### config.mk
export PLATFORM = sky130hd
export DESIGN_NAME = lamp_mode_controller_unit
export DESIGN_NICKNAME = d
export VERILOG_FILES = /design/src/rtl/core/lmc_pkg.sv /design/src/rtl/core/lamp_mode_controller_unit.sv /design/src/rtl/core/lmc_cfg_regs.sv /design/src/rtl/core/lmc_lamp.sv
export SDC_FILE = /design/constraint.sdc
export NUM_CORES = 1
export LEC_CHECK = 0
export BUFFER_PORTS_ARGS = -buffer_cell sky130_fd_sc_hd__buf_2
export CORE_MARGIN = 3
export CORE_UTILIZATION = 40
export DETAILED_ROUTE_END_ITERATION = 6
export PLACE_DENSITY = 0.66
export SKIP_LAST_GASP = 1
export SYNTH_ARGS = -nofsm -noshare
export SYNTH_HDL_FRONTEND = slang
export SYNTH_SLANG_ARGS = --single-unit
### constraint.sdc
create_clock -name aclk -period 9.77 [get_ports aclk]
set_input_delay 1.954 -clock aclk [delete_from_list [all_inputs] [get_ports aclk]]
set_output_delay 1.954 -clock aclk [all_outputs]
set_load 0.02 [all_outputs]
### src/rtl/core/lmc_pkg.sv
// ----------------------------------------------------------------------------
// lmc_pkg
// Shared codes, types and helpers for the two-lamp mode controller.
// ----------------------------------------------------------------------------
package lmc_pkg;

    localparam int NUM_LAMPS = 2;

    localparam int MODE_W   = 3;
    localparam int BRIGHT_W = 7;
    localparam int DELAY_W  = 31;
    localparam int ELAPSED_W = 32;
    localparam int DT_W     = 16;
    localparam int AMB_W    = 10;
    localparam int DUTY_W   = 8;

    // lamp mode codes
    localparam logic [MODE_W-1:0] MODE_OFF    = 3'd0;
    localparam logic [MODE_W-1:0] MODE_ON     = 3'd1;
    localparam logic [MODE_W-1:0] MODE_DIM    = 3'd2;
    localparam logic [MODE_W-1:0] MODE_TIMER  = 3'd3;
    localparam logic [MODE_W-1:0] MODE_SENSOR = 3'd4;

    // register indexes (paddr[4:2])
    localparam int REG_IDX_W = 3;
    localparam logic [REG_IDX_W-1:0] REG_LAMP0_MODE   = 3'd0;
    localparam logic [REG_IDX_W-1:0] REG_LAMP1_MODE   = 3'd1;
    localparam logic [REG_IDX_W-1:0] REG_LAMP0_BRIGHT = 3'd2;
    localparam logic [REG_IDX_W-1:0] REG_LAMP1_BRIGHT = 3'd3;
    localparam logic [REG_IDX_W-1:0] REG_LAMP0_DELAY  = 3'd4;
    localparam logic [REG_IDX_W-1:0] REG_LAMP1_DELAY  = 3'd5;

    localparam logic [DUTY_W-1:0] DUTY_FULL = 8'd255;
    localparam logic [DUTY_W-1:0] DUTY_HALF = 8'd128;
    localparam logic [DUTY_W-1:0] DUTY_NONE = 8'd0;

    localparam logic [AMB_W-1:0] AMB_DARK = 10'd200;
    localparam logic [AMB_W-1:0] AMB_DIM  = 10'd500;

    // brightness * 255 / 100 as one multiply by 255 * ceil(2^19 / 100), then >> 19
    localparam int DIM_SHIFT = 19;
    localparam int DIM_RECIP_W = 21;
    localparam logic [DIM_RECIP_W-1:0] DIM_RECIP = 21'd1336965;
    localparam int DIM_PROD_W = BRIGHT_W + DIM_RECIP_W;

    typedef struct packed {
        logic                mode_we;
        logic [MODE_W-1:0]   mode_wdata;
        logic [BRIGHT_W-1:0] brightness;
        logic [DELAY_W-1:0]  delay;
    } lmc_lamp_cfg_t;

    typedef struct packed {
        logic              on;
        logic [DUTY_W-1:0] duty;
        logic [MODE_W-1:0] mode;
    } lmc_lamp_stat_t;

    function automatic logic [DUTY_W-1:0] dim_duty(input logic [BRIGHT_W-1:0] b);
        logic [DIM_PROD_W-1:0]           prod;
        logic [DIM_PROD_W-DIM_SHIFT-1:0] q;
        prod = DIM_PROD_W'(b) * DIM_PROD_W'(DIM_RECIP);
        q    = prod[DIM_PROD_W-1:DIM_SHIFT];
        if (q > (DIM_PROD_W-DIM_SHIFT)'(DUTY_FULL)) begin
            return DUTY_FULL;
        end
        return q[DUTY_W-1:0];
    endfunction

endpackage

### src/rtl/core/lamp_mode_controller_unit.sv
// ----------------------------------------------------------------------------
// lamp_mode_controller_unit
// Two-lamp mode controller with a stream update port and APB registers.
// ----------------------------------------------------------------------------
// Each request on the s_ channel is one update pass for both lamps; each pass
// yields exactly one result on the m_ channel. A request is captured in an
// input register; once the result register is free or being emptied, both
// lamps evaluate their mode and update their state registers, which also
// serve as the result register. One request is taken every cycle as long as
// m_tready keeps up; the limit is the single result register, so a stalled
// result blocks only once the input register is also full. Registers: 0/1
// lamp mode (writing clears that lamp's elapsed time), 2/3 brightness in
// percent, 4/5 timer delay in ms, at byte address 4*i.
// ----------------------------------------------------------------------------
module lamp_mode_controller_unit
    import lmc_pkg::*;
(
    input  logic        aclk,
    input  logic        aresetn,
    // s_tdata: [15:0] ms_since_last, [25:16] ambient_level, [31:26] zero
    input  logic        s_tvalid,
    output logic        s_tready,
    input  logic [31:0] s_tdata,
    // m_tdata: [0] lamp0_on, [8:1] lamp0_duty, [9] lamp1_on, [17:10] lamp1_duty,
    //          [20:18] lamp0_state, [23:21] lamp1_state
    output logic        m_tvalid,
    input  logic        m_tready,
    output logic [23:0] m_tdata,
    input  logic        psel,
    input  logic        penable,
    input  logic        pwrite,
    input  logic [4:0]  paddr,
    input  logic [31:0] pwdata,
    output logic [31:0] prdata,
    output logic        pready
);

    logic             in_valid_reg;
    logic [DT_W-1:0]  dt_reg;
    logic [AMB_W-1:0] amb_reg;
    logic             out_valid_reg;
    logic             advance;

    lmc_lamp_cfg_t  lamp_cfg  [NUM_LAMPS];
    lmc_lamp_stat_t lamp_stat [NUM_LAMPS];

    // a pass runs when the result slot is free or being emptied this cycle
    assign advance  = in_valid_reg && (!out_valid_reg || m_tready);
    assign s_tready = !in_valid_reg || advance;

    always_ff @(posedge aclk) begin
        if (!aresetn) begin
            in_valid_reg <= 1'b0;
        end else if (s_tready) begin
            in_valid_reg <= s_tvalid;
        end
    end

    always_ff @(posedge aclk) begin
        if (s_tvalid && s_tready) begin
            dt_reg  <= s_tdata[DT_W-1:0];
            amb_reg <= s_tdata[DT_W+AMB_W-1:DT_W];
        end
    end

    always_ff @(posedge aclk) begin
        if (!aresetn) begin
            out_valid_reg <= 1'b0;
        end else if (advance) begin
            out_valid_reg <= 1'b1;
        end else if (m_tready) begin
            out_valid_reg <= 1'b0;
        end
    end

    lmc_cfg_regs u_cfg (
        .aclk      (aclk),
        .aresetn   (aresetn),
        .psel      (psel),
        .penable   (penable),
        .pwrite    (pwrite),
        .paddr     (paddr),
        .pwdata    (pwdata),
        .prdata    (prdata),
        .pready    (pready),
        .lamp_stat (lamp_stat),
        .lamp_cfg  (lamp_cfg)
    );

    for (genvar k = 0; k < NUM_LAMPS; k++) begin : g_lamp
        lmc_lamp u_lamp (
            .aclk    (aclk),
            .aresetn (aresetn),
            .cfg     (lamp_cfg[k]),
            .step    (advance),
            .dt      (dt_reg),
            .ambient (amb_reg),
            .stat    (lamp_stat[k])
        );
    end

    assign m_tvalid = out_valid_reg;
    assign m_tdata  = {lamp_stat[1].mode, lamp_stat[0].mode,
                       lamp_stat[1].duty, lamp_stat[1].on,
                       lamp_stat[0].duty, lamp_stat[0].on};

`ifndef ASSERT_OFF
    a_pass_gives_result: assert property (@(posedge aclk) disable iff (!aresetn)
        advance |=> m_tvalid)
        else $error("pass ran but no result was raised");
    a_request_kept: assert property (@(posedge aclk) disable iff (!aresetn)
        in_valid_reg && !advance |=> in_valid_reg)
        else $error("held request was dropped");
    a_result_retired: assert property (@(posedge aclk) disable iff (!aresetn)
        m_tvalid && m_tready && !advance |=> !m_tvalid)
        else $error("delivered result shown again");
`endif

endmodule

### src/rtl/core/lmc_cfg_regs.sv
// ----------------------------------------------------------------------------
// lmc_cfg_regs
// APB register file: mode write strobes, brightness and delay registers.
// ----------------------------------------------------------------------------
module lmc_cfg_regs
    import lmc_pkg::*;
(
    input  logic                 aclk,
    input  logic                 aresetn,
    input  logic                 psel,
    input  logic                 penable,
    input  logic                 pwrite,
    input  logic [4:0]           paddr,
    input  logic [31:0]          pwdata,
    output logic [31:0]          prdata,
    output logic                 pready,
    input  lmc_lamp_stat_t       lamp_stat [NUM_LAMPS],
    output lmc_lamp_cfg_t        lamp_cfg  [NUM_LAMPS]
);

    logic [BRIGHT_W-1:0]  bright_reg [NUM_LAMPS];
    logic [DELAY_W-1:0]   delay_reg  [NUM_LAMPS];
    logic                 wr_en;
    logic [REG_IDX_W-1:0] idx;

    assign pready = 1'b1;
    assign wr_en  = psel && penable && pwrite && pready;
    assign idx    = paddr[4:2];

    always_ff @(posedge aclk) begin
        if (!aresetn) begin
            bright_reg[0] <= '0;
            bright_reg[1] <= '0;
            delay_reg[0]  <= '0;
            delay_reg[1]  <= '0;
        end else if (wr_en) begin
            if (idx == REG_LAMP0_BRIGHT) bright_reg[0] <= pwdata[BRIGHT_W-1:0];
            if (idx == REG_LAMP1_BRIGHT) bright_reg[1] <= pwdata[BRIGHT_W-1:0];
            if (idx == REG_LAMP0_DELAY)  delay_reg[0]  <= pwdata[DELAY_W-1:0];
            if (idx == REG_LAMP1_DELAY)  delay_reg[1]  <= pwdata[DELAY_W-1:0];
        end
    end

    always_comb begin
        lamp_cfg[0].mode_we    = wr_en && (idx == REG_LAMP0_MODE);
        lamp_cfg[0].mode_wdata = pwdata[MODE_W-1:0];
        lamp_cfg[0].brightness = bright_reg[0];
        lamp_cfg[0].delay      = delay_reg[0];
        lamp_cfg[1].mode_we    = wr_en && (idx == REG_LAMP1_MODE);
        lamp_cfg[1].mode_wdata = pwdata[MODE_W-1:0];
        lamp_cfg[1].brightness = bright_reg[1];
        lamp_cfg[1].delay      = delay_reg[1];
    end

    always_comb begin
        unique case (idx)
            REG_LAMP0_MODE:   prdata = 32'(lamp_stat[0].mode);
            REG_LAMP1_MODE:   prdata = 32'(lamp_stat[1].mode);
            REG_LAMP0_BRIGHT: prdata = 32'(bright_reg[0]);
            REG_LAMP1_BRIGHT: prdata = 32'(bright_reg[1]);
            REG_LAMP0_DELAY:  prdata = 32'(delay_reg[0]);
            REG_LAMP1_DELAY:  prdata = 32'(delay_reg[1]);
            default:          prdata = '0;
        endcase
    end

endmodule

### src/rtl/core/lmc_lamp.sv
// ----------------------------------------------------------------------------
// lmc_lamp
// One lamp: mode, elapsed time, switch and duty registers and the pass logic.
// ----------------------------------------------------------------------------
module lmc_lamp
    import lmc_pkg::*;
(
    input  logic                aclk,
    input  logic                aresetn,
    input  lmc_lamp_cfg_t       cfg,
    input  logic                step,
    input  logic [DT_W-1:0]     dt,
    input  logic [AMB_W-1:0]    ambient,
    output lmc_lamp_stat_t      stat
);

    logic [MODE_W-1:0]    mode_reg,    mode_next;
    logic [ELAPSED_W-1:0] elapsed_reg, elapsed_next;
    logic                 on_reg,      on_next;
    logic [DUTY_W-1:0]    duty_reg,    duty_next;

    logic [ELAPSED_W:0]   sum;
    logic [ELAPSED_W-1:0] elapsed_sat;
    logic                 expired;

    assign sum         = {1'b0, elapsed_reg} + (ELAPSED_W+1)'(dt);
    assign elapsed_sat = sum[ELAPSED_W] ? '1 : sum[ELAPSED_W-1:0];
    assign expired     = elapsed_sat >= ELAPSED_W'(cfg.delay);

    always_comb begin
        mode_next    = mode_reg;
        elapsed_next = elapsed_reg;
        on_next      = on_reg;
        duty_next    = duty_reg;
        unique case (mode_reg)
            MODE_OFF: begin
                on_next   = 1'b0;
                duty_next = DUTY_NONE;
            end
            MODE_ON: begin
                on_next   = 1'b1;
                duty_next = DUTY_FULL;
            end
            MODE_DIM: begin
                duty_next = dim_duty(cfg.brightness);
            end
            MODE_TIMER: begin
                elapsed_next = elapsed_sat;
                if (expired) begin
                    mode_next = MODE_OFF;
                    on_next   = 1'b0;
                    duty_next = DUTY_NONE;
                end else begin
                    on_next = 1'b1;
                end
            end
            MODE_SENSOR: begin
                if (ambient < AMB_DARK) begin
                    duty_next = DUTY_FULL;
                end else if (ambient < AMB_DIM) begin
                    duty_next = DUTY_HALF;
                end else begin
                    duty_next = DUTY_NONE;
                end
            end
            default: begin
                // undefined modes leave the pins alone
            end
        endcase
    end

    always_ff @(posedge aclk) begin
        if (!aresetn) begin
            mode_reg    <= MODE_OFF;
            elapsed_reg <= '0;
            on_reg      <= 1'b0;
            duty_reg    <= '0;
        end else if (cfg.mode_we) begin
            mode_reg    <= cfg.mode_wdata;
            elapsed_reg <= '0;
        end else if (step) begin
            mode_reg    <= mode_next;
            elapsed_reg <= elapsed_next;
            on_reg      <= on_next;
            duty_reg    <= duty_next;
        end
    end

    assign stat.on   = on_reg;
    assign stat.duty = duty_reg;
    assign stat.mode = mode_reg;

`ifndef ASSERT_OFF
    a_off_dark: assert property (@(posedge aclk) disable iff (!aresetn)
        $past(step) && !$past(cfg.mode_we) && mode_reg == MODE_OFF
            |-> !on_reg && duty_reg == DUTY_NONE)
        else $error("lamp in off mode after a pass but pins not cleared");
    a_on_full: assert property (@(posedge aclk) disable iff (!aresetn)
        $past(step) && !$past(cfg.mode_we) && $past(mode_reg) == MODE_ON
            |-> on_reg && duty_reg == DUTY_FULL && mode_reg == MODE_ON)
        else $error("lamp in on mode not driven full");
    a_timer_lit: assert property (@(posedge aclk) disable iff (!aresetn)
        step && !cfg.mode_we && mode_reg == MODE_TIMER && !expired
            |=> on_reg && mode_reg == MODE_TIMER)
        else $error("running timer did not hold the lamp on");
`endif

endmodule

==> impl_metrics.env <==
export IMPL_drt_initial_drc_count=795
export IMPL_drive_gt1_frac=0.120
export IMPL_clock_skew_ns=0.0101
export IMPL_synth_area_per_cell_um2=9.08
export IMPL_yosysWarnings=0
export IMPL_cts_sinks=190
export IMPL_cpPeakStageDelay_ns=0.62
export IMPL_cellLeakagePower_nw=7.52
export IMPL_synth_simple_area_share=0.166
export IMPL_synth_adder_area_share=0.218
export IMPL_post_cts_resized=0
export IMPL_syn_area_mm2=0.0146
export IMPL_postCtsSetupRepairBufs=0
export IMPL_path_buf_inv=3
export IMPL_synthArstFlopShare=0
export IMPL_worstSetupStartpointType="input pin"
export IMPL_track_usage=0.196
export IMPL_core_area_mm2=0.0358
export IMPL_crit_family="buffers and inverters"
export IMPL_first_pass_iters=5
export IMPL_yosys_register_bits=190
export IMPL_status="complete, no violations"
export IMPL_crit_type="in -> out"
export IMPL_nets=2016
export IMPL_worstPathArrival_ns=3.64
export IMPL_dp_hpwl_um=29800
export IMPL_power_per_cell_area_mw_per_mm2=132
export IMPL_finalSetupTns_ns=0
export IMPL_ys_types=77
export IMPL_synth_enable_flop_cells=100
export IMPL_fmax_ghz=0.179
export IMPL_synth_top_family_by_area="adder cells"
export IMPL_path_cells="buf_2, buf_4, mux4_2, nand2_1, o21ai_0, buf_2"
export IMPL_vdd_drop_max_uv=118
export IMPL_holdBufCountCts=0
export IMPL_antenna_found_initial=1
export IMPL_synth_nets=1926
export IMPL_synth_cells=1612
export IMPL_cts_tree="done"
export IMPL_crit_fanout=45
export IMPL_die_w_um=197
export IMPL_slew_violations=0
export IMPL_die_area_mm2=0.0389
export IMPL_mostFrequentLayoutCells="ha_1, nand2_1, inv_1"
export IMPL_htree_num_levels=4
export IMPL_ctsLongestPathBuffers=2
export IMPL_vias_per_cell=5.53
export IMPL_initial_core_util=0.409
export IMPL_io_pins=135
export IMPL_synthMuxAreaShare=0.0335
export IMPL_die_h_um=197
export IMPL_max_cap_violations=0
export IMPL_hold_path_class="reg -> reg"
export IMPL_drt_total_wl_um=38000
export IMPL_synthFlopType="edfxtp_1"
export IMPL_root_buffer="clkbuf_16"
export IMPL_setup_viol=0
export IMPL_min_period_ns=5.59
export IMPL_overflow=0
export IMPL_post_route_drc_count=0
export IMPL_final_util=0.454
export IMPL_numPortBuffers=121
export IMPL_ys_seq_area_frac=0.328
export IMPL_final_common_cell="ha_1"
export IMPL_grt_pass1_vias=11600
export IMPL_synth_compound_area_frac=0.162
export IMPL_clk_pin_slew_ns=0.07
export IMPL_ant_nets=0
export IMPL_cp_data_required_time_ns=7.82
export IMPL_rows=69
export IMPL_hold_violations=0
export IMPL_tightest_slew_ns=1.16
export IMPL_finalCritPeriodShare=0.573
export IMPL_synthXorXnorAreaFrac=0.0377
export IMPL_area_growth_syn_to_layout_pct=11.1
export IMPL_rsz0062_at_grt="no"
export IMPL_place_gp_congestion=0.875
export IMPL_grt_pass1_wl_um=61000
export IMPL_grt_max_degree=46
export IMPL_crit_top_cell="buf_2"
export IMPL_worstSetupEndpointType="primary output"
export IMPL_clk_latency_ns=0.45
export IMPL_cp_slowest_cell="buf_4"
export IMPL_via_count=12100
export IMPL_cts_buffers_inserted=17
export IMPL_largest_reg_flops=64
export IMPL_wl_per_cell_um=17.5
export IMPL_slew_headroom=0.226
export IMPL_nFillCells=3454
==> synthesized netlist by cell type, types with 3 or more instances <==
cell type	number	area, um^2
a21boi_0	4	30.0
mux2i_1	40	400
o22ai_1	5	31.3
nor4_1	5	31.3
a22oi_2	7	87.6
nand2b_1	10	62.6
or2_2	9	56.3
nand3_1	37	185
and4_1	9	78.8
dfxtp_1	90	1800
nor2b_1	9	56.3
a22oi_1	9	67.6
a32o_1	4	40.0
inv_1	142	533
and2_1	38	238
o21ai_0	72	360
edfxtp_1	100	3000
o211ai_1	8	60.1
or3_1	3	18.8
a21oi_1	105	526
a311oi_1	27	236
fa_1	28	561
nand2_1	160	601
buf_4	6	45.0
and3_1	33	206
clkbuf_1	43	161
o21a_1	15	113
xnor2_1	38	333
a211o_1	7	61.3
a31o_2	4	35.0
o21bai_1	9	67.6
a211oi_1	16	120
mux2_2	4	45.0
nor2_1	135	507
o31ai_1	5	37.5
ha_1	210	2630
nand4_1	21	131
a31oi_1	12	75.1
a21o_1	19	143
xor2_1	25	219
a221oi_1	3	26.3
buf_1	8	30.0
nor3_1	34	170
o21ai_1	3	15.0
==> worst paths after layout <==
| check | start | to | slack, ns | cells after the start |
|---|---|---|---|---|
| min reg2reg | g_lamp[1].u_lamp.duty_reg[4] | g_lamp[1].u_lamp.duty_reg[4] | 0.46 | 2 |
| min | g_lamp[1].u_lamp.duty_reg[4] | g_lamp[1].u_lamp.duty_reg[4] | 0.46 | 2 |
| max reg2reg | dt_reg[0] | g_lamp[1].u_lamp.duty_reg[5] | 4.47 | 20 |
| max | paddr[2] | prdata[0] | 4.18 | 6 |
==> kinds of logic after synthesis <==
kind of cell,Yosys count
flops,190
fa+ha+maj,238
mux,46
other cells,2
compound gates,358
buf+inv,202
simple gates,513
xor+xnor,63
==> worst min-delay path: cells and delay by family (launching register included) <==
| kind | cells | cell delay (ns) |
|---|---|---|
| flip-flops | 1 | 0.31 |
| AND/OR/NAND/NOR | 1 | 0.05 |
| AO/OA/AOI/OAI | 1 | 0.05 |
==> per-layer routing <==
| layer | track usage | wire [um] | vias to the layer above |
|---|---|---|---|
| met5 | 0 | 0 | - |
| met4 | 0.0486 | 588 | 0 |
| li1 | - | - | 5959 |
| met3 | 0.0261 | 1900 | 36 |
| met1 | 0.269 | 17500 | 5735 |
| met2 | 0.328 | 18000 | 324 |
==> per-stage QoR <==
step / total power, mW / hold WS (ns) / cells / setup slack, ns / area (um^2)
floorplan: 1.30 / 0.438 / 1612 / 4.38 / 14600
global placement: 1.44 / 0.447 / 2144 / 4.18 / 15700
detailed placement: 1.46 / 0.448 / 2144 / 4.19 / 15700
CTS: 2.16 / 0.458 / 2176 / 4.19 / 16300
global route: 2.27 / 0.483 / 2177 / 4.11 / 16300
finish: 2.14 / 0.457 / 2178 / 4.18 / 16300
==> layout make-up <==
class,instances,area (um^2),area share
multi-input combinational,1220,9080,0.558
tap,461,577,0.0355
sequential,190,4800,0.295
clock buffer,18,429,0.0264
clock inverter,14,153,0.00939
inverter,142,533,0.0328
antenna,2,5.00,0.000308
timing repair buffer,131,681,0.0418
==> power breakdown <==
part / internal (mW) / switching [mW] / total [mW] / leakage (nW)
Sequential: 0.870 / 0.0282 / 0.898 / 1.69
Clock: 0.362 / 0.341 / 0.703 / 0.275
Combinational: 0.222 / 0.320 / 0.542 / 5.55
Total: 1.45 / 0.689 / 2.14 / 7.52
Power figures use the tool's default switching activity.
